==> src/dplc_pkg.sv <==
// ----------------------------------------------------------------------------
// dplc_pkg
// Shared types and codes for the distance pulse lubricator controller.
// ----------------------------------------------------------------------------
package dplc_pkg;

  // Register widths
  localparam int ACT_W   = 24;
  localparam int RANGE_W = 16;
  localparam int TIME_W  = 22;
  localparam int TRAV_W  = 25;
  localparam int CFG_W   = 24;
  localparam int IDX_W   = 3;

  // Register indexes
  localparam logic [IDX_W-1:0] REG_ACTIVATE = 3'd0;
  localparam logic [IDX_W-1:0] REG_RANGE_MIN = 3'd1;
  localparam logic [IDX_W-1:0] REG_RANGE_MAX = 3'd2;
  localparam logic [IDX_W-1:0] REG_START_TO = 3'd3;
  localparam logic [IDX_W-1:0] REG_LOST_TO = 3'd4;
  localparam logic [IDX_W-1:0] REG_FB_INTERVAL = 3'd5;

  // Register reset values
  localparam logic [ACT_W-1:0]   ACTIVATE_RST    = 24'd1000000;
  localparam logic [RANGE_W-1:0] RANGE_MIN_RST   = 16'd0;
  localparam logic [RANGE_W-1:0] RANGE_MAX_RST   = 16'd65535;
  localparam logic [TIME_W-1:0]  START_TO_RST    = 22'd300000;
  localparam logic [TIME_W-1:0]  LOST_TO_RST     = 22'd60000;
  localparam logic [TIME_W-1:0]  FB_INTERVAL_RST = 22'd600000;

  // Event kinds (code 3 is unused)
  localparam logic [1:0] MODE_TICK = 2'd0;
  localparam logic [1:0] MODE_DIST = 2'd1;
  localparam logic [1:0] MODE_FIX  = 2'd2;

  // LED modes
  localparam logic [1:0] LED_NOFIX    = 2'd0;
  localparam logic [1:0] LED_FIX      = 2'd1;
  localparam logic [1:0] LED_FALLBACK = 2'd2;

  typedef struct packed {
    logic [ACT_W-1:0]   activate_distance_mm;
    logic [RANGE_W-1:0] range_min_mm;
    logic [RANGE_W-1:0] range_max_mm;
    logic [TIME_W-1:0]  start_timeout_ms;
    logic [TIME_W-1:0]  lost_fix_timeout_ms;
    logic [TIME_W-1:0]  fallback_interval_ms;
  } cfg_t;

  typedef struct packed {
    logic [1:0]         mode;
    logic [RANGE_W-1:0] range_mm;
    logic               has_fix;
    logic               button_level;
  } item_t;

  // Packed so that the lowest bit is drop_request
  typedef struct packed {
    logic       sample_accepted;
    logic [1:0] led_mode;
    logic       pump_stop;
    logic       pump_start;
    logic       drop_request;
  } result_t;

endpackage

==> src/distance_pulse_lubricator_ctrl.sv <==
// ----------------------------------------------------------------------------
// distance_pulse_lubricator_ctrl
// Chain lubricator controller: distance and timer driven pump drops.
// ----------------------------------------------------------------------------
// Every input request is one event, chosen by s_tuser: a 1 ms tick carrying
// the button level, a travelled-distance sample in millimetres, or a change
// of position fix. Each event gives exactly one result on the master side:
// drop request, pump start/stop on button edges, LED mode after the event,
// and whether a distance sample fell within [range_min_mm, range_max_mm].
// Accepted samples add to a saturating 25-bit total; once it passes
// activate_distance_mm one drop is requested and the distance subtracted
// (the total is cleared if it is still over). Without a fix a no-fix timer
// (start or lost-fix timeout) switches to fallback, which then requests a
// drop every fallback_interval_ms ticks. Throughput is one request per
// clock: an input register feeds a single pass of add/compare logic into
// the result register, and both stages advance together whenever the
// result register is empty or being read. A request waits in the input
// register and its result in the result register, which drives
// m_tvalid. Configuration writes take effect at once and belong only in
// idle periods.
// ----------------------------------------------------------------------------
module distance_pulse_lubricator_ctrl
  import dplc_pkg::*;
(
  input  logic             clk,
  input  logic             rst,
  // slave side
  input  logic             s_tvalid,
  output logic             s_tready,
  input  logic [23:0]      s_tdata,   // [15:0] range_mm, [16] has_fix, [17] button_level
  input  logic [1:0]       s_tuser,   // [1:0] mode
  // master side
  output logic             m_tvalid,
  input  logic             m_tready,
  output logic [7:0]       m_tdata,   // [0] drop_request, [1] pump_start, [2] pump_stop,
                                      // [4:3] led_mode, [5] sample_accepted
  // configuration write port
  input  logic             cfg_wr_en,
  input  logic [IDX_W-1:0] cfg_index,
  input  logic [CFG_W-1:0] cfg_data
);

  cfg_t    cfg;
  item_t   in_item;
  result_t out_res;
  logic    in_valid;
  logic    out_valid;
  logic    advance;

  // Core takes the held request when the result slot is free or draining
  assign advance = in_valid && (!out_valid || m_tready);

  dplc_cfg_regs u_cfg (
    .clk       (clk),
    .rst       (rst),
    .cfg_wr_en (cfg_wr_en),
    .cfg_index (cfg_index),
    .cfg_data  (cfg_data),
    .cfg       (cfg)
  );

  dplc_in_reg u_in (
    .clk      (clk),
    .rst      (rst),
    .s_tvalid (s_tvalid),
    .s_tready (s_tready),
    .s_tdata  (s_tdata),
    .s_tuser  (s_tuser),
    .advance  (advance),
    .in_valid (in_valid),
    .item     (in_item)
  );

  dplc_core u_core (
    .clk       (clk),
    .rst       (rst),
    .cfg       (cfg),
    .advance   (advance),
    .item      (in_item),
    .m_tready  (m_tready),
    .out_valid (out_valid),
    .out_res   (out_res)
  );

  assign m_tvalid = out_valid;
  assign m_tdata  = {2'b00, out_res};

  // Button press and release cannot come out of the same tick
  a_start_stop_excl: assert property (@(posedge clk) disable iff (rst)
    out_valid |-> !(out_res.pump_start && out_res.pump_stop))
    else $error("pump start and stop in one result");

  // Only a distance sample can be marked accepted
  a_accept_dist_only: assert property (@(posedge clk) disable iff (rst)
    (advance && (in_item.mode != MODE_DIST)) |=> !out_res.sample_accepted)
    else $error("non-distance event marked accepted");

  // A timed drop never comes while the fix is shown
  a_tick_drop_nofix: assert property (@(posedge clk) disable iff (rst)
    (advance && (in_item.mode == MODE_TICK))
      |=> !(out_res.drop_request && (out_res.led_mode == LED_FIX)))
    else $error("fallback drop while fix present");

  // A held request leaves the input register only as a new result
  a_advance_loads: assert property (@(posedge clk) disable iff (rst)
    advance |=> out_valid)
    else $error("result lost on advance");

endmodule

==> src/dplc_cfg_regs.sv <==
// ----------------------------------------------------------------------------
// dplc_cfg_regs
// Configuration register file, write only.
// ----------------------------------------------------------------------------
module dplc_cfg_regs
  import dplc_pkg::*;
(
  input  logic             clk,
  input  logic             rst,
  input  logic             cfg_wr_en,
  input  logic [IDX_W-1:0] cfg_index,
  input  logic [CFG_W-1:0] cfg_data,
  output cfg_t             cfg
);

  always_ff @(posedge clk) begin
    if (rst) begin
      cfg.activate_distance_mm <= ACTIVATE_RST;
      cfg.range_min_mm         <= RANGE_MIN_RST;
      cfg.range_max_mm         <= RANGE_MAX_RST;
      cfg.start_timeout_ms     <= START_TO_RST;
      cfg.lost_fix_timeout_ms  <= LOST_TO_RST;
      cfg.fallback_interval_ms <= FB_INTERVAL_RST;
    end else if (cfg_wr_en) begin
      case (cfg_index)
        REG_ACTIVATE:    cfg.activate_distance_mm <= cfg_data[ACT_W-1:0];
        REG_RANGE_MIN:   cfg.range_min_mm         <= cfg_data[RANGE_W-1:0];
        REG_RANGE_MAX:   cfg.range_max_mm         <= cfg_data[RANGE_W-1:0];
        REG_START_TO:    cfg.start_timeout_ms     <= cfg_data[TIME_W-1:0];
        REG_LOST_TO:     cfg.lost_fix_timeout_ms  <= cfg_data[TIME_W-1:0];
        REG_FB_INTERVAL: cfg.fallback_interval_ms <= cfg_data[TIME_W-1:0];
        default: ;  // unmapped index, dropped
      endcase
    end
  end

endmodule

==> src/dplc_in_reg.sv <==
// ----------------------------------------------------------------------------
// dplc_in_reg
// Input register: holds one request until the core takes it.
// ----------------------------------------------------------------------------
module dplc_in_reg
  import dplc_pkg::*;
(
  input  logic        clk,
  input  logic        rst,
  input  logic        s_tvalid,
  output logic        s_tready,
  input  logic [23:0] s_tdata,
  input  logic [1:0]  s_tuser,
  input  logic        advance,
  output logic        in_valid,
  output item_t       item
);

  assign s_tready = !in_valid || advance;

  always_ff @(posedge clk) begin
    if (rst) begin
      in_valid <= 1'b0;
    end else if (s_tvalid && s_tready) begin
      in_valid <= 1'b1;
    end else if (advance) begin
      in_valid <= 1'b0;
    end
  end

  always_ff @(posedge clk) begin
    if (s_tvalid && s_tready) begin
      item.mode         <= s_tuser;
      item.range_mm     <= s_tdata[RANGE_W-1:0];
      item.has_fix      <= s_tdata[16];
      item.button_level <= s_tdata[17];
    end
  end

endmodule

==> src/dplc_core.sv <==
// ----------------------------------------------------------------------------
// dplc_core
// Controller state, one-pass event update and the result register.
// ----------------------------------------------------------------------------
module dplc_core
  import dplc_pkg::*;
(
  input  logic    clk,
  input  logic    rst,
  input  cfg_t    cfg,
  input  logic    advance,
  input  item_t   item,
  input  logic    m_tready,
  output logic    out_valid,
  output result_t out_res
);

  logic [TRAV_W-1:0] travelled_mm, travelled_mm_next;
  logic              in_startup, in_startup_next;
  logic              button_latched, button_latched_next;
  logic [TIME_W-1:0] nofix_count, nofix_count_next;
  logic              nofix_enabled, nofix_enabled_next;
  logic              nofix_use_lost_timeout, nofix_use_lost_timeout_next;
  logic [TIME_W-1:0] fallback_count, fallback_count_next;
  logic              fallback_enabled, fallback_enabled_next;
  logic [1:0]        led_state, led_state_next;
  result_t           res_next;

  // Saturating +1 on a timer count
  function automatic logic [TIME_W-1:0] sat_inc(input logic [TIME_W-1:0] c);
    sat_inc = (c != {TIME_W{1'b1}}) ? c + 1'b1 : c;
  endfunction

  logic [TIME_W-1:0] nofix_inc, fb_inc, nofix_period;
  logic              nofix_fired;
  logic [TRAV_W:0]   sum;
  logic [TRAV_W-1:0] sat_sum, act_ext, diff;
  logic              in_range;

  always_comb begin
    travelled_mm_next           = travelled_mm;
    in_startup_next             = in_startup;
    button_latched_next         = button_latched;
    nofix_count_next            = nofix_count;
    nofix_enabled_next          = nofix_enabled;
    nofix_use_lost_timeout_next = nofix_use_lost_timeout;
    fallback_count_next         = fallback_count;
    fallback_enabled_next       = fallback_enabled;
    led_state_next              = led_state;
    res_next                    = '0;

    nofix_inc    = sat_inc(nofix_count);
    fb_inc       = sat_inc(fallback_count);
    nofix_period = nofix_use_lost_timeout ? cfg.lost_fix_timeout_ms : cfg.start_timeout_ms;
    nofix_fired  = 1'b0;

    in_range = (item.range_mm >= cfg.range_min_mm) && (item.range_mm <= cfg.range_max_mm);
    sum      = {1'b0, travelled_mm} + {{(TRAV_W+1-RANGE_W){1'b0}}, item.range_mm};
    sat_sum  = sum[TRAV_W] ? {TRAV_W{1'b1}} : sum[TRAV_W-1:0];
    act_ext  = {{(TRAV_W-ACT_W){1'b0}}, cfg.activate_distance_mm};
    diff     = sat_sum - act_ext;

    case (item.mode)
      MODE_TICK: begin
        res_next.pump_start = !button_latched && item.button_level;
        res_next.pump_stop  = button_latched && !item.button_level;
        button_latched_next = item.button_level;
        if (nofix_enabled) begin
          if (nofix_inc >= nofix_period) begin
            nofix_fired           = 1'b1;
            in_startup_next       = 1'b0;
            led_state_next        = LED_FALLBACK;
            nofix_count_next      = '0;
            nofix_enabled_next    = 1'b0;
            fallback_count_next   = '0;
            fallback_enabled_next = 1'b1;
          end else begin
            nofix_count_next = nofix_inc;
          end
        end
        // fallback timer skips the tick on which it was started
        if (fallback_enabled && !nofix_fired) begin
          if (fb_inc >= cfg.fallback_interval_ms) begin
            fallback_count_next   = '0;
            res_next.drop_request = 1'b1;
          end else begin
            fallback_count_next = fb_inc;
          end
        end
      end
      MODE_DIST: begin
        if (in_range) begin
          res_next.sample_accepted = 1'b1;
          if (act_ext < sat_sum) begin
            res_next.drop_request = 1'b1;
            // still over after one drop: start over
            travelled_mm_next = (act_ext < diff) ? '0 : diff;
          end else begin
            travelled_mm_next = sat_sum;
          end
        end
      end
      MODE_FIX: begin
        if (item.has_fix) begin
          nofix_use_lost_timeout_next = 1'b1;
          led_state_next              = LED_FIX;
          fallback_count_next         = '0;
          nofix_count_next            = '0;
          nofix_enabled_next          = 1'b0;
          fallback_enabled_next       = 1'b0;
        end else if (!in_startup) begin
          led_state_next     = LED_NOFIX;
          nofix_count_next   = '0;
          nofix_enabled_next = 1'b1;
        end
      end
      default: ;  // unused kind, nothing changes
    endcase

    res_next.led_mode = led_state_next;
  end

  always_ff @(posedge clk) begin
    if (rst) begin
      travelled_mm           <= '0;
      in_startup             <= 1'b1;
      button_latched         <= 1'b0;
      nofix_count            <= '0;
      nofix_enabled          <= 1'b1;
      nofix_use_lost_timeout <= 1'b0;
      fallback_count         <= '0;
      fallback_enabled       <= 1'b0;
      led_state              <= LED_NOFIX;
      out_valid              <= 1'b0;
    end else begin
      if (advance) begin
        travelled_mm           <= travelled_mm_next;
        in_startup             <= in_startup_next;
        button_latched         <= button_latched_next;
        nofix_count            <= nofix_count_next;
        nofix_enabled          <= nofix_enabled_next;
        nofix_use_lost_timeout <= nofix_use_lost_timeout_next;
        fallback_count         <= fallback_count_next;
        fallback_enabled       <= fallback_enabled_next;
        led_state              <= led_state_next;
        out_valid              <= 1'b1;
      end else if (m_tready) begin
        out_valid <= 1'b0;
      end
    end
  end

  always_ff @(posedge clk) begin
    if (advance) begin
      out_res <= res_next;
    end
  end

endmodule

==> config.mk <==
export PLATFORM = sky130hd
export DESIGN_NAME = distance_pulse_lubricator_ctrl
export DESIGN_NICKNAME = d
export VERILOG_FILES = /design/src/dplc_pkg.sv /design/src/distance_pulse_lubricator_ctrl.sv /design/src/dplc_cfg_regs.sv /design/src/dplc_in_reg.sv /design/src/dplc_core.sv
export SDC_FILE = /design/constraint.sdc
export NUM_CORES = 1
export LEC_CHECK = 0
export BUFFER_PORTS_ARGS = -buffer_cell sky130_fd_sc_hd__buf_2
export CAP_MARGIN = 40
export CORE_MARGIN = 1.5
export CORE_UTILIZATION = 24
export DETAILED_ROUTE_END_ITERATION = 10
export GPL_TIMING_DRIVEN = 0
export SYNTH_ARGS = -nofsm -noshare
export SYNTH_HDL_FRONTEND = slang
export SYNTH_HIERARCHICAL = 1
export SYNTH_SLANG_ARGS = --single-unit
==> constraint.sdc <==
create_clock -name clk -period 5.26 [get_ports clk]
set_input_delay 0.526 -clock clk [delete_from_list [all_inputs] [get_ports clk]]
set_output_delay 0.526 -clock clk [all_outputs]
set_load 0.01 [all_outputs]
# After elaboration in Yosys (flattened, before gate mapping)
# Index checks and enable logic that the tools add are counted.
[word_totals]
register_bits = 226
wordCells = 127
[op_classes]
muxes = 44
eq_ne = 15
n_reduce_logical = 32
n_addsub = 4
magnitude_cmp = 6
[ops]
columns = ["cell", "count"]
rows = [
  ["two-way mux 22 bit", 12],
  ["case mux 22 bit (2 select lines)", 2],
  ["two-way mux 25 bit", 3],
  ["less-than comparator 24 x 25 -> 1 bit", 2],
  ["adder 22 x 1 -> 22 bit, second input constant", 2],
  ["greater-or-equal comparator 22 bit", 2],
  ["inequality test 22 bit, second input constant", 2],
  ["adder 25 x 16 -> 26 bit", 1],
  ["subtractor 25 x 24 -> 25 bit", 1],
  ["two-way mux 1 bit", 19],
  ["greater-or-equal comparator 16 bit", 1],
  ["less-or-equal comparator 16 bit", 1],
  ["AND reduction 2 bit", 7],
  ["AND reduction 5 bit", 2],
  ["AND reduction 3 bit", 3],
  ["two-way mux 2 bit", 4],
  ["AND reduction 4 bit", 2],
  ["equality test 3 x 2 -> 1 bit, second input constant", 2],
  ["equality test 3 bit, second input constant", 2],
  ["logical AND 1 bit", 6],
  ["inequality test 3 x 1 -> 1 bit, second input constant", 2],
  ["case mux 1 bit (2 select lines)", 3],
  ["nonzero test 2 bit", 3],
  ["logical NOT 1 bit", 5],
  ["other kinds (10)", 12],
]

# Longest topological paths before layout
# Gate-level depths: netlist (run 1).
[depth]
ltp_word = 10
ltp_mapped = 29
ltp_nobuf = 28

# Cells and area by module
# Netlist (run 1), hierarchy kept.
[by_module_without_submodules]
columns = ["module", "area_each_um2", "cells_per_inst", "n_inst"]
rows = [
  ["dplc_core", 9562.9, 1225, 1],
  ["dplc_cfg_regs", 4835.9, 454, 1],
  ["dplc_in_reg", 655.6, 25, 1],
  ["distance_pulse_lubricator_ctrl", 30.0, 5, 1],
]

# Worst setup path before layout (run 1)
# OpenSTA, ideal clock, no wires.
[synth_timing]
path_kind = "register to register"
startpoint = "reg u_in/item[14] (netlist name)"
endpoint = "reg u_core.travelled_mm[3]"
path_slack_ps = -503
synth_period_minus_slack_ps = 5763
arrival_time_ps = 5674
path_stages_with_launch = 25
n_path_buf = 2
setup_ps = 88
path_cell_list = "edfxtp_1 ha_1 a21o_1 o21bai_1 a22oi_1 inv_1 o21ai_1 clkbuf_1 nand2_1 ha_1 a21o_1 a311oi_1 o21ai_1 a31oi_1 o221ai_1 a2111o_1 o311ai_0 inv_1 ha_1 o21a_1 o21a_1 o22a_1 clkbuf_1 o211ai_2 a311oi_2"
[synth_via]
elab_chain_cells = 6
elab_cells_between_ends = 11
[synth_rtl]
columns = ["element", "line_no", "rtl"]
rows = [
  ["adder 25 x 16 -> 26 bit", "dplc_core.sv:58", "sum = {1'b0, travelled_mm} + {{(TRAV_W+1-RANGE_W){1'b0}}, item.range_mm};"],
  ["two-way mux 25 bit", "dplc_core.sv:59", "sat_sum = sum[TRAV_W] ? {TRAV_W{1'b1}} : sum[TRAV_W-1:0];"],
  ["subtractor 25 x 24 -> 25 bit", "dplc_core.sv:61", "diff = sat_sum - act_ext;"],
  ["less-than comparator 24 x 25 -> 1 bit", "dplc_core.sv:97", "travelled_mm_next = (act_ext < diff) ? '0 : diff;"],
  ["two-way mux 25 bit", "dplc_core.sv:97", ""],
  ["two-way mux 25 bit", "dplc_core.sv:94", "if (act_ext < sat_sum) begin"],
  ["end signal, assigned", "dplc_core.sv:137", "travelled_mm <= travelled_mm_next;"],
  ["end, declared", "dplc_core.sv:18", "logic [TRAV_W-1:0] travelled_mm, travelled_mm_next;"],
]
# Parallel ways exist; a longest one is shown, timed or not.
# A chain may end at the register's enable or synchronous reset.

# Worst setup path after layout (run 1)
[layout_timing]
startpoint = "reg u_in/item[2] (netlist name)"
endpoint = "reg u_core.travelled_mm[9]"
[layout_via]
elab_chain_cells = 6
elab_cells_between_ends = 11
[layout_rtl]
columns = ["element", "line_no"]
rows = [
  ["adder 25 x 16 -> 26 bit", "dplc_core.sv:58"],
  ["two-way mux 25 bit", "dplc_core.sv:59"],
  ["subtractor 25 x 24 -> 25 bit", "dplc_core.sv:61"],
  ["less-than comparator 24 x 25 -> 1 bit", "dplc_core.sv:97"],
  ["two-way mux 25 bit", "dplc_core.sv:97"],
  ["two-way mux 25 bit", "dplc_core.sv:94"],
]
# Parallel ways exist; a longest one is shown, timed or not.

==> results of run 1 <==
==> state kept, by name (all words and copies together) (netlist names) <==
name / flops
u_cfg/cfg: 122
u_core/button_latched: 1
u_core/fallback_count: 22
u_core/fallback_enabled: 1
u_core/in_startup: 1
u_core/led_state: 2
u_core/nofix_count: 22
u_core/nofix_enabled: 1
u_core/nofix_use_lost_timeout: 1
u_core/out_res: 6
u_core/out_valid: 1
u_core/travelled_mm: 25
u_in/in_valid: 1
u_in/item: 20
==> final cells by class <==
class / count / area (um^2)
buffer: 80 / 436.7
clock buffer: 33 / 738.2
clock inverter: 16 / 163.9
fill: 6462 / 43390
inverter: 129 / 484.2
multi-input combinational: 1274 / 10090
sequential: 226 / 4785
tap: 837 / 1047
timing repair buffer: 123 / 804.5
==> synthesized netlist by cell type (16+ instances only) <==
library cell	n
dfxtp_1	200
mux2i_1	152
nor2_1	144
ha_1	142
inv_1	129
nand2b_1	129
nand2_1	101
a21oi_1	96
o21ai_0	52
clkbuf_1	51
a21o_1	48
xnor2_1	46
nand3_1	40
nand4_1	30
xor2_1	28
edfxtp_1	26
buf_2	17
o211ai_1	16
==> cells in the final DEF, fill, tap and decap left out, types with 11 or more instances in the layout <==
cell type and count:
a21o_1 47, a21oi_1 82, a21oi_2 11, a22o_1 13
a311oi_2 16, and3_1 14, buf_2 72, buf_4 68
buf_6 11, clkbuf_1 45, clkbuf_16 28, dfxtp_1 200
edfxtp_1 26, ha_1 119, ha_4 16, inv_1 126
mux2i_1 152, nand2_1 98, nand2b_1 127, nand3_1 36
nand4_1 30, nor2_1 139, nor3_1 11, o211ai_1 16
o21a_1 12, o21ai_0 45, xnor2_1 39, xor2_1 28
==> power groups by stage <==
stage / combinational [mW] / clock (mW) / sequential (mW)
3_5_place_dp: 0.687 / 0 / 1.87
2_1_floorplan: 0.494 / 0 / 1.85
4_1_cts: 0.769 / 1.94 / 1.83
6_report: 0.858 / 1.91 / 1.83
5_1_grt: 0.929 / 2.00 / 1.83
3_3_place_gp: 0.668 / 0 / 1.87
==> stage by stage <==
step / utilization / std cells / TNS (ns) / hold WS, ns / cell area [um^2]
floorplan: - / 1710 / 0 / 0.4225 / 15110
global placement: 0.2654 / 2602 / -44.72 / 0.4317 / 16440
detailed placement: 0.2657 / 2604 / -47.65 / 0.4380 / 16460
CTS: 0.2922 / 2698 / -8.130 / 0.1395 / 18100
global route: 0.2995 / 2718 / -15.73 / 0.1453 / 18550
finish: 0.2995 / 2718 / -10.81 / 0.1555 / 18550
==> cell families (layout without fill, tap and decap cells) <==
group | count (synthesis) | count (layout) | share of synthesized area
buffers and inverters | 210 | 381 | 0.05765
other | 1 | 2 | 0.0002486
and+or+nand+nor | 549 | 549 | 0.1912
AOI/OAI and AO/OA | 345 | 345 | 0.1635
adders and majority gates | 144 | 144 | 0.1204
muxes | 160 | 160 | 0.1068
DFF | 226 | 226 | 0.3172
xor gates and xnor gates | 74 | 74 | 0.04297
==> per-layer routing <==
metal	routed length, um	vias to the layer above
li1	-	6363
met1	20020	6365
met2	23050	353
met3	1912	120
met4	1943	0
met5	0	-
==> worst max path at each step <==
stage / cells after the start / endpoint / slack [ns] / from
after global routing: 29 / u_core/travelled_mm[9]$_SDFFE_PP0P_ / -0.70 / u_in/item[2]$_DFFE_PP_
after global placement: 24 / u_core/travelled_mm[9]$_SDFFE_PP0P_ / -1.48 / u_in/item[14]$_DFFE_PP_
after CTS: 27 / u_core/travelled_mm[9]$_SDFFE_PP0P_ / -0.39 / u_in/item[2]$_DFFE_PP_
after floorplan: 27 / u_core/travelled_mm[10]$_SDFFE_PP0P_ / 0.003 / u_in/item[2]$_DFFE_PP_
after detailed placement: 24 / u_core/travelled_mm[8]$_SDFFE_PP0P_ / -1.47 / u_in/item[12]$_DFFE_PP_
final: 29 / u_core/travelled_mm[9]$_SDFFE_PP0P_ / -0.52 / u_in/item[2]$_DFFE_PP_
==> repair_timing <==
item / in CTS / in global routing
setup buffers: 45 / 20
gates cloned: 1 / 1
hold buffers: 0 / 0
setup endpoints to repair: 59 / 61
pin swaps: 42 / 67
gates resized for setup: 77 / 63
==> critical path: cells and delay by family, from the launching register on <==
kind / cells / cell delay [ns]
XOR/XNOR: 1 / 0.22
AND/OR/NAND/NOR: 7 / 0.68
AO/OA/AOI/OAI: 12 / 2.60
adder cells (fa/ha/maj): 4 / 0.88
buffers and inverters: 4 / 0.53
multiplexers: 1 / 0.25
flip-flops: 1 / 0.47
==> metrics, run 1 <==
status=finished, violations left; remaining antenna violation count=0; Area contributors post-synth=dfxtp_1 27%, ha_1 12%, mux2i_1 10%, nand2b_1 5.4%, edfxtp_1 5.2%; Flop pwr share=0.398; Finish-stage setup viols=24; reg-to-reg startpoint=u_in/item[2]$_DFFE_PP_; internal power=about 3.3 mW; Setup WS pre-CTS=-1.472 ns; Vias/cell=between 4 and 5; Initial Utilization=0.2435; global placer's final weighted congestion=0.8546; CP Class=reg2reg; Clk network pwr share=0.415; Sw Pwr=1.300 mW; synth warn=6; port bufs=55; failing checks=setup timing; Iteration-0 DRC Markers=between 800 and 900; unrepaired setup endpoints after global routing=true; maxcap violations=0; Peak Freq=173.0 MHz; Root Driver=clkbuf_16; Critical Path Fanout Max=7; Worst-Margin Slew=0.9426 ns; synthesized area per cell=around 8.8 um^2; Hold Crit Class=in2reg; Die X=253.7 um; TritonCTS Sinks=about 230; Max clock buf depth=3; drt pass-1 iters=5; flops & latches, synth=between 200 and 250; Yosys top cell area share=0.2654; number of core rows=a little over 90; period utilisation layout=1.099; routed wire length=around 47000 um; CP max-delay cell=o41a_1; WP data required=between 5 and 6 ns; Final Power=4.593 mW; H-tree depth=1; vias in the first global route=13140; GR peak layer=met2; met1 usage=0.1717; Num CTS Buffers=27; Hold Fails Final Rpt=0; Slew HR=0.3716; Final Skew=~0.028 ns; crit path DAT=between 6 and 7 ns; area grow syn2layout=22.98%; R2R cell count=29; CP endpoint kind=register; CTS tree=yes; initial antenna violation count=10; EDFF count, synth=26; Net count, final=2063; vias=13200; reg2reg end=u_core/travelled_mm[9]$_SDFFE_PP0P_; GRT Residual Overflow=0; largest net degree at the start of global routing=21; FFs w/ async S/R, synth=0; number of diodes=0; fin crit period=5.781 ns; HPWL Detailed=36340 um; DRC=0; met3 GRT Util=0.01772; Avg WL per Cell=17.27 um; GRT Total Usage=0.1412; CP peak stage delay=0.49 ns; hold path depth=1; Top Ports=68; Post-Synthesis Cells=1709; Hold Crit Start=s_tdata[16]; ys flop type=dfxtp_1; clock-pin slew on the worst setup and hold paths=0.06 ns; logic gate share of total power=0.187; first-pass GRT wire length=72010 um; Power per Cell Area=247.6 nW/um^2; Leakage=8.076 nW; sequential area share after synthesis=0.3172; final worst slack=-0.5206 ns; Die ar.=roughly 64000 um^2; Slew Viols, Final=0; share of layout cells above drive strength 1=0.1855; library cells used by synthesis=84; worst-skew pair later-pin latency=0.55 ns; chip height=approximately 250 um; Worst Hold Path EP=u_in/item[1]$_DFFE_PP_; Synth area leader=dfxtp_1; switch share=0.2829; GR Layer Usage met2=0.2546; maximum VDD drop=0.2398 mV; core area=61940 um^2; reg2reg setup slack=-0.52 ns; Worst Setup Start Kind=register; Post-Synthesis Cell Area=15080 um^2
Note: power is estimated with default switching activity, not from simulation.
==> inputs of run 2 (changes only) <==
CORE_ASPECT_RATIO = 1.1   (was not set)
RECOVER_POWER = 50   (was not set)
==> run 2 against run 1 <==
The run still ends with setup timing left. Worst setup slack better by 0.12 ns. Non-clock buffer count fell by 9. Global-route usage shrank 0.17 points. Cell area down 0.70%. Critical path type unchanged. Critical endpoint is now u_core/travelled_mm[8]$_SDFFE_PP0P_.
==> metrics, run 2 (same netlist as run 1, synthesis figures left out) <==
switch share=0.2818; Power per Cell Area=249.1 nW/um^2; total placed cells including tap cells=2601; clock-pin slew on the worst setup and hold paths=around 0.060 ns; Worst-Margin Slew=a little over 0.9 ns; reg-to-reg startpoint=u_in/item[2]$_DFFE_PP_; CP peak stage delay=just under 0.5 ns; Finish-stage setup viols=24; maxcap violations=0; final worst slack=-0.4012 ns; crit path DAT=a little over 6 ns; Max clock buf depth=3; Fillers=6561; Peak Freq=roughly 180 MHz; GRT Total Usage=0.1396; Leakage=8.016 nW; vias in the first global route=roughly 13000; Vias/cell=about 4.8; initial antenna violation count=5; HPWL Detailed=36290 um; Setup WS pre-CTS=-1.544 ns; routed wire length=46090 um; reg2reg end=u_core/travelled_mm[8]$_SDFFE_PP0P_; number of core rows=96; worst-skew pair later-pin latency=between 0.5 and 0.6 ns; unrepaired setup endpoints after global routing=true; Initial Utilization=0.2424; Die X=242.0 um; port bufs=55; remaining antenna violation count=0; met3 GRT Util=0.02004; commonest non-fill, non-tap cells in the layout=200 x dfxtp_1, 152 x mux2i_1, 140 x nor2_1; GRT Residual Overflow=0; logic gate share of total power=0.176; WP data required=5.66 ns; largest net degree at the start of global routing=21; biggest regs=u_cfg/cfg x122, u_core/travelled_mm x25; R2R cell count=26; core area=62220 um^2; status=finished, violations left; drt pass-1 iters=5; global placer's final weighted congestion=0.8838; area grow syn2layout=22.11%; non-filler cells, final=around 2700; Hold Crit Class=in2reg; Clk network pwr share=0.425; Iteration-0 DRC Markers=649; Finished Core Util=0.2961; Net count, final=between 2000 and 2500; internal power=3.296 mW; GR Layer Usage met2=0.2616; CTS tree=yes; chip height=265.9 um; period utilisation layout=1.076; Avg WL per Cell=17.03 um; maximum VDD drop=approximately 0.22 mV; Flop pwr share=0.398; Final Skew=0.02170 ns; CP Buf/Inv Count=4; Sw Pwr=1.293 mW; TritonCTS Sinks=226; Root Driver=clkbuf_16; Top Ports=a little under 70; CP delay by family, top=compound AO/OA/AOI/OAI gates; Worst Setup Start Kind=register; max reg flops=~120; reg2reg setup slack=-0.40 ns; Num CTS Buffers=28; H-tree depth=1; first-pass GRT wire length=71820 um; failing checks=setup timing; most common cell after layout, fill and taps aside=dfxtp_1; Critical Path Fanout Max=6; share of layout cells above drive strength 1=0.1698; CP Class=reg2reg; GR peak layer=met2; Stages on worst setup path=26; CP startpoint=u_in/item[2]$_DFFE_PP_; DRC=0; Slew HR=0.3936; CP endpoint kind=register; Slew Viols, Final=0; fin crit period=5.661 ns; met1 usage=0.1630; vias=12870; Hold Fails Final Rpt=0; CP max-delay cell=o41a_1; Critical Path Sink=u_core/travelled_mm[8]$_SDFFE_PP0P_; Die ar.=64370 um^2; hold path depth=1; Largest Register=u_cfg/cfg
[run 2: cell count changes in the layout (fill, tap and decap cells not counted), moves of 3 or more]
cell | before | now
xnor2_1 | 39 | 42
clkbuf_1 | 45 | 55
o21ai_1 | 4 | 9
o21ai_2 | 7 | 3
clkinv_1 | 5 | 0
xnor2_2 | 7 | 4
clkbuf_8 | 4 | 7
buf_2 | 72 | 65
buf_4 | 68 | 59
[run 2: worst min path at each step]
stage                                         startpoint                        endpoint  slack (ns)
after CTS                                     s_tuser[1]         u_in/item[19]$_DFFE_PP_         0.1
after global routing                          s_tuser[1]         u_in/item[19]$_DFFE_PP_        0.10
after detailed placement  u_core/in_startup$_SDFFE_PP1P_  u_core/in_startup$_SDFFE_PP1P_        0.45
final                                         s_tuser[1]         u_in/item[19]$_DFFE_PP_        0.12
after floorplan           u_core/in_startup$_SDFFE_PP1P_  u_core/in_startup$_SDFFE_PP1P_        0.42
after global placement    u_core/in_startup$_SDFFE_PP1P_  u_core/in_startup$_SDFFE_PP1P_        0.43
[run 2: per-stage QoR]
step	power (mW)	area, um^2	hold WS, ns	TNS, ns
2_1_floorplan	2.344	15110	0.4225	0
3_3_place_gp	2.538	16430	0.4330	-41.49
3_5_place_dp	2.556	16470	0.4520	-44.31
4_1_cts	4.586	18080	0.09662	-8.347
5_1_grt	4.782	18420	0.1018	-13.64
6_report	4.589	18420	0.1203	-8.425
[run 2: timing repair]
item                       CTS  global route
hold endpoints to repair     0             0
pin swaps                   43            49
setup buffers               38            17
resized for setup           74            53
cloned                       1             0
setup endpoints to repair   52            60
hold buffers                 0             0
[run 2: layer usage]
metal	up-vias	routed length, um
met2	263	23250
li1	6342	-
met3	86	1718
met1	6178	19810
met5	-	0
met4	0	1317
[run 2: worst register-to-register path: cells and delay by family (launching register included)]
| kind | cells | cell delay [ns] |
|---|---|---|
| AO/OA/AOI/OAI | 13 | 2.95 |
| flip-flops | 1 | 0.40 |
| adder cells (fa/ha/maj) | 4 | 0.84 |
| XOR/XNOR | 1 | 0.21 |
| AND/OR/NAND/NOR | 4 | 0.72 |
| buffers and inverters | 4 | 0.40 |
[run 2: cell type report]
class,count,area (um^2),area share
multi-input cells,1274,10000,0.5431
flip-flops and latches,226,4785,0.2597
well taps,833,1042,0.05658
clock buffers,39,802.0,0.04354
repair buffers,114,744.5,0.04042
inverters,129,484.2,0.02629
plain buffers,80,415.4,0.02255
clock inverters,11,141.4,0.007676
diodes,1,2.502,0.0001359
[run 2: power by group through the flow]
stage,clock network (mW),registers [mW],logic [mW]
final,1.95,1.83,0.810
after global routing,2.06,1.83,0.894
after CTS,2.00,1.83,0.762
after detailed placement,0,1.87,0.689
after global placement,0,1.87,0.672
after floorplan,0,1.85,0.494
==> inputs of run 3 (changes only) <==
CORE_UTILIZATION = 35   (was 24)
CTS_CLUSTER_DIAMETER = 150   (was not set)
SETUP_SLACK_MARGIN = 0.05   (was not set)
==> run 3 against run 2 <==
The flow still finishes with violations (setup timing). Cell area down 3.3%. Clock skew grew 0.0071 ns. Non-clock buffer count decreased by 13. Largest power group unchanged. Flip-flop and latch count unchanged. Fmax shrank 1.9%. Die area fell by 31%. Critical path depth up 1. Via count down 0.58%. Worst setup slack got worse by 0.11 ns. Hold slack worse by 0.0093 ns. Count of clock-buffer cells in the layout did not move.
==> metrics, run 3 (same netlist as run 1, synthesis figures left out) <==
Worst Setup Start Kind=register; Largest Register=u_cfg/cfg; Worst-Margin Slew=0.9167 ns; maximum VDD drop=~0.22 mV; Finish-stage setup viols=24; Critical Path Sink=u_core/travelled_mm[9]$_SDFFE_PP0P_; H-tree depth=1; Setup WS pre-CTS=-1.362 ns; Peak Freq=173.2 MHz; Critical Path Fanout Max=5; drt pass-1 iters=4; reg-to-reg startpoint=u_in/item[2]$_DFFE_PP_; Iteration-0 DRC Markers=564; initial antenna violation count=2; Hold Crit Class=in2reg; most common cell after layout, fill and taps aside=dfxtp_1; biggest regs=u_cfg/cfg x122, u_core/travelled_mm x25; reg2reg end=u_core/travelled_mm[9]$_SDFFE_PP0P_; worst-skew pair later-pin latency=a little under 0.6 ns; GRT Total Usage=0.1981; vias in the first global route=12590; max reg flops=122; Vias/cell=5.274; WP data required=5.65 ns; Initial Utilization=0.3557; hold_ws=about 0.11 ns; clock-pin slew on the worst setup and hold paths=0.06 ns; maxcap violations=0; Slew HR=0.3834; Avg WL per Cell=18.38 um; DRC=0; final worst slack=-0.5134 ns; R2R cell count=27; Power per Cell Area=250.9 nW/um^2; commonest non-fill, non-tap cells in the layout=200 x dfxtp_1, 152 x mux2i_1, 139 x nor2_1; share of layout cells above drive strength 1=0.1571; Hold Fails Final Rpt=0; Die ar.=44350 um^2; Final Skew=0.02885 ns; crit path DAT=between 6 and 7 ns; Root Driver=clkbuf_16; Net count, final=about 2000; Die X=200.9 um; period utilisation layout=1.098; unrepaired setup endpoints after global routing=true; CTS tree=yes; core area=42400 um^2; global placer's final weighted congestion=about 0.88; HPWL Detailed=34710 um; Top Ports=68; CP endpoint kind=register; reg2reg setup slack=-0.51 ns; area grow syn2layout=18.08%; first-pass GRT wire length=a little under 70000 um; failing checks=setup timing; Hold-fix buffers, CTS=0; fin crit period=5.773 ns; largest net degree at the start of global routing=21; Fillers=4180; status=finished, violations left; chip height=220.7 um; port bufs=55; CP Class=reg2reg; TritonCTS Sinks=about 230; vias=12790; remaining antenna violation count=0; number of diodes=0; Num CTS Buffers=28; Max clock buf depth=3; Slew Viols, Final=0; GRT Residual Overflow=0; Leakage=roughly 7.9 nW; routed wire length=44590 um; CP startpoint=u_in/item[2]$_DFFE_PP_; number of core rows=79
[run 3: cell count changes in the layout (fill, tap and decap cells not counted), moves of 4 or more]
cell / delta
clkbuf_1: +4
ha_1: +8
ha_4: -10
clkbuf_8: -4
buf_4: -17
[run 3: how the worst min path moves through the flow]
stage / startpoint / endpoint / slack (ns) / depth (start not counted)
floorplan: u_core/in_startup$_SDFFE_PP1P_ / u_core/in_startup$_SDFFE_PP1P_ / 0.42 / 2
CTS: s_tdata[17] / u_in/item[0]$_DFFE_PP_ / 0.09 / 1
detailed placement: u_core/in_startup$_SDFFE_PP1P_ / u_core/in_startup$_SDFFE_PP1P_ / 0.45 / 2
global route: s_tdata[16] / u_in/item[1]$_DFFE_PP_ / 0.09 / 1
finish: s_tdata[17] / u_in/item[0]$_DFFE_PP_ / 0.11 / 1
global placement: u_core/in_startup$_SDFFE_PP1P_ / u_core/in_startup$_SDFFE_PP1P_ / 0.43 / 2
[run 3: layout make-up]
type                            count  area, um^2  area share
Buffer                             81       430.4     0.02416
Clock buffer                       39       772.0     0.04334
Clock inverter                     10       111.4    0.006252
Inverter                          129       484.2     0.02718
Multi-Input combinational cell   1274        9886      0.5550
Sequential cell                   226        4785      0.2686
Tap cell                          567       709.4     0.03983
Timing Repair Buffer              100       634.4     0.03561
[run 3: routing by layer]
metal	routed length (um)	global-route usage	vias to the layer above	share of wire
li1	-	-	6316	-
met1	19150	0.2322	6138	0.43
met2	22410	0.3686	260	0.50
met3	1418	0.02430	80	0.032
met4	1615	0.07519	0	0.036
met5	0	0	-	0
[run 3: what timing repair did]
| action | in CTS | in global routing |
|---|---|---|
| setup buffers | 28 | 13 |
| pin swaps | 35 | 37 |
| cloned | 1 | 0 |
| gates resized for setup | 57 | 46 |
| setup endpoints to repair | 62 | 55 |
[run 3: report_power, final]
group	switching [mW]	internal (mW)
Sequential	0.0353	1.79
Combinational	0.457	0.324
Clock	0.788	1.07
[run 3: metrics by stage]
| step | instance area, um^2 | instances | TNS [ns] | power (mW) | util |
|---|---|---|---|---|---|
| floorplan | 15170 | 1710 | 0 | 2.346 | - |
| global placement | 16150 | 2332 | -45.86 | 2.539 | 0.3809 |
| detailed placement | 16180 | 2335 | -50.02 | 2.555 | 0.3816 |
| CTS | 17540 | 2413 | -12.51 | 4.466 | 0.4135 |
| global route | 17810 | 2426 | -16.50 | 4.646 | 0.4201 |
| finish | 17810 | 2426 | -11.06 | 4.469 | 0.4201 |
[run 3: worst max-delay path, stage by stage (launching register included)]
cell and delay [ns]:
edfxtp_1 0.48, ha_4 0.23, inv_2 0.05, fa_2 0.20
nor2b_2 0.05, o31a_1 0.28, o41a_1 0.42, a211oi_4 0.33
o21bai_1 0.11, a21oi_1 0.20, xor2_1 0.23, nand2_1 0.13
ha_4 0.30, and2_4 0.16, nand2b_4 0.07, nor2_4 0.10
nand3b_1 0.19, a21oi_2 0.28, o31ai_4 0.11, mux2i_1 0.20
nor2_1 0.07, ha_2 0.28, o21a_1 0.19, o21a_1 0.19
o22a_4 0.29, buf_8 0.15, o211ai_1 0.14, a311oi_2 0.15
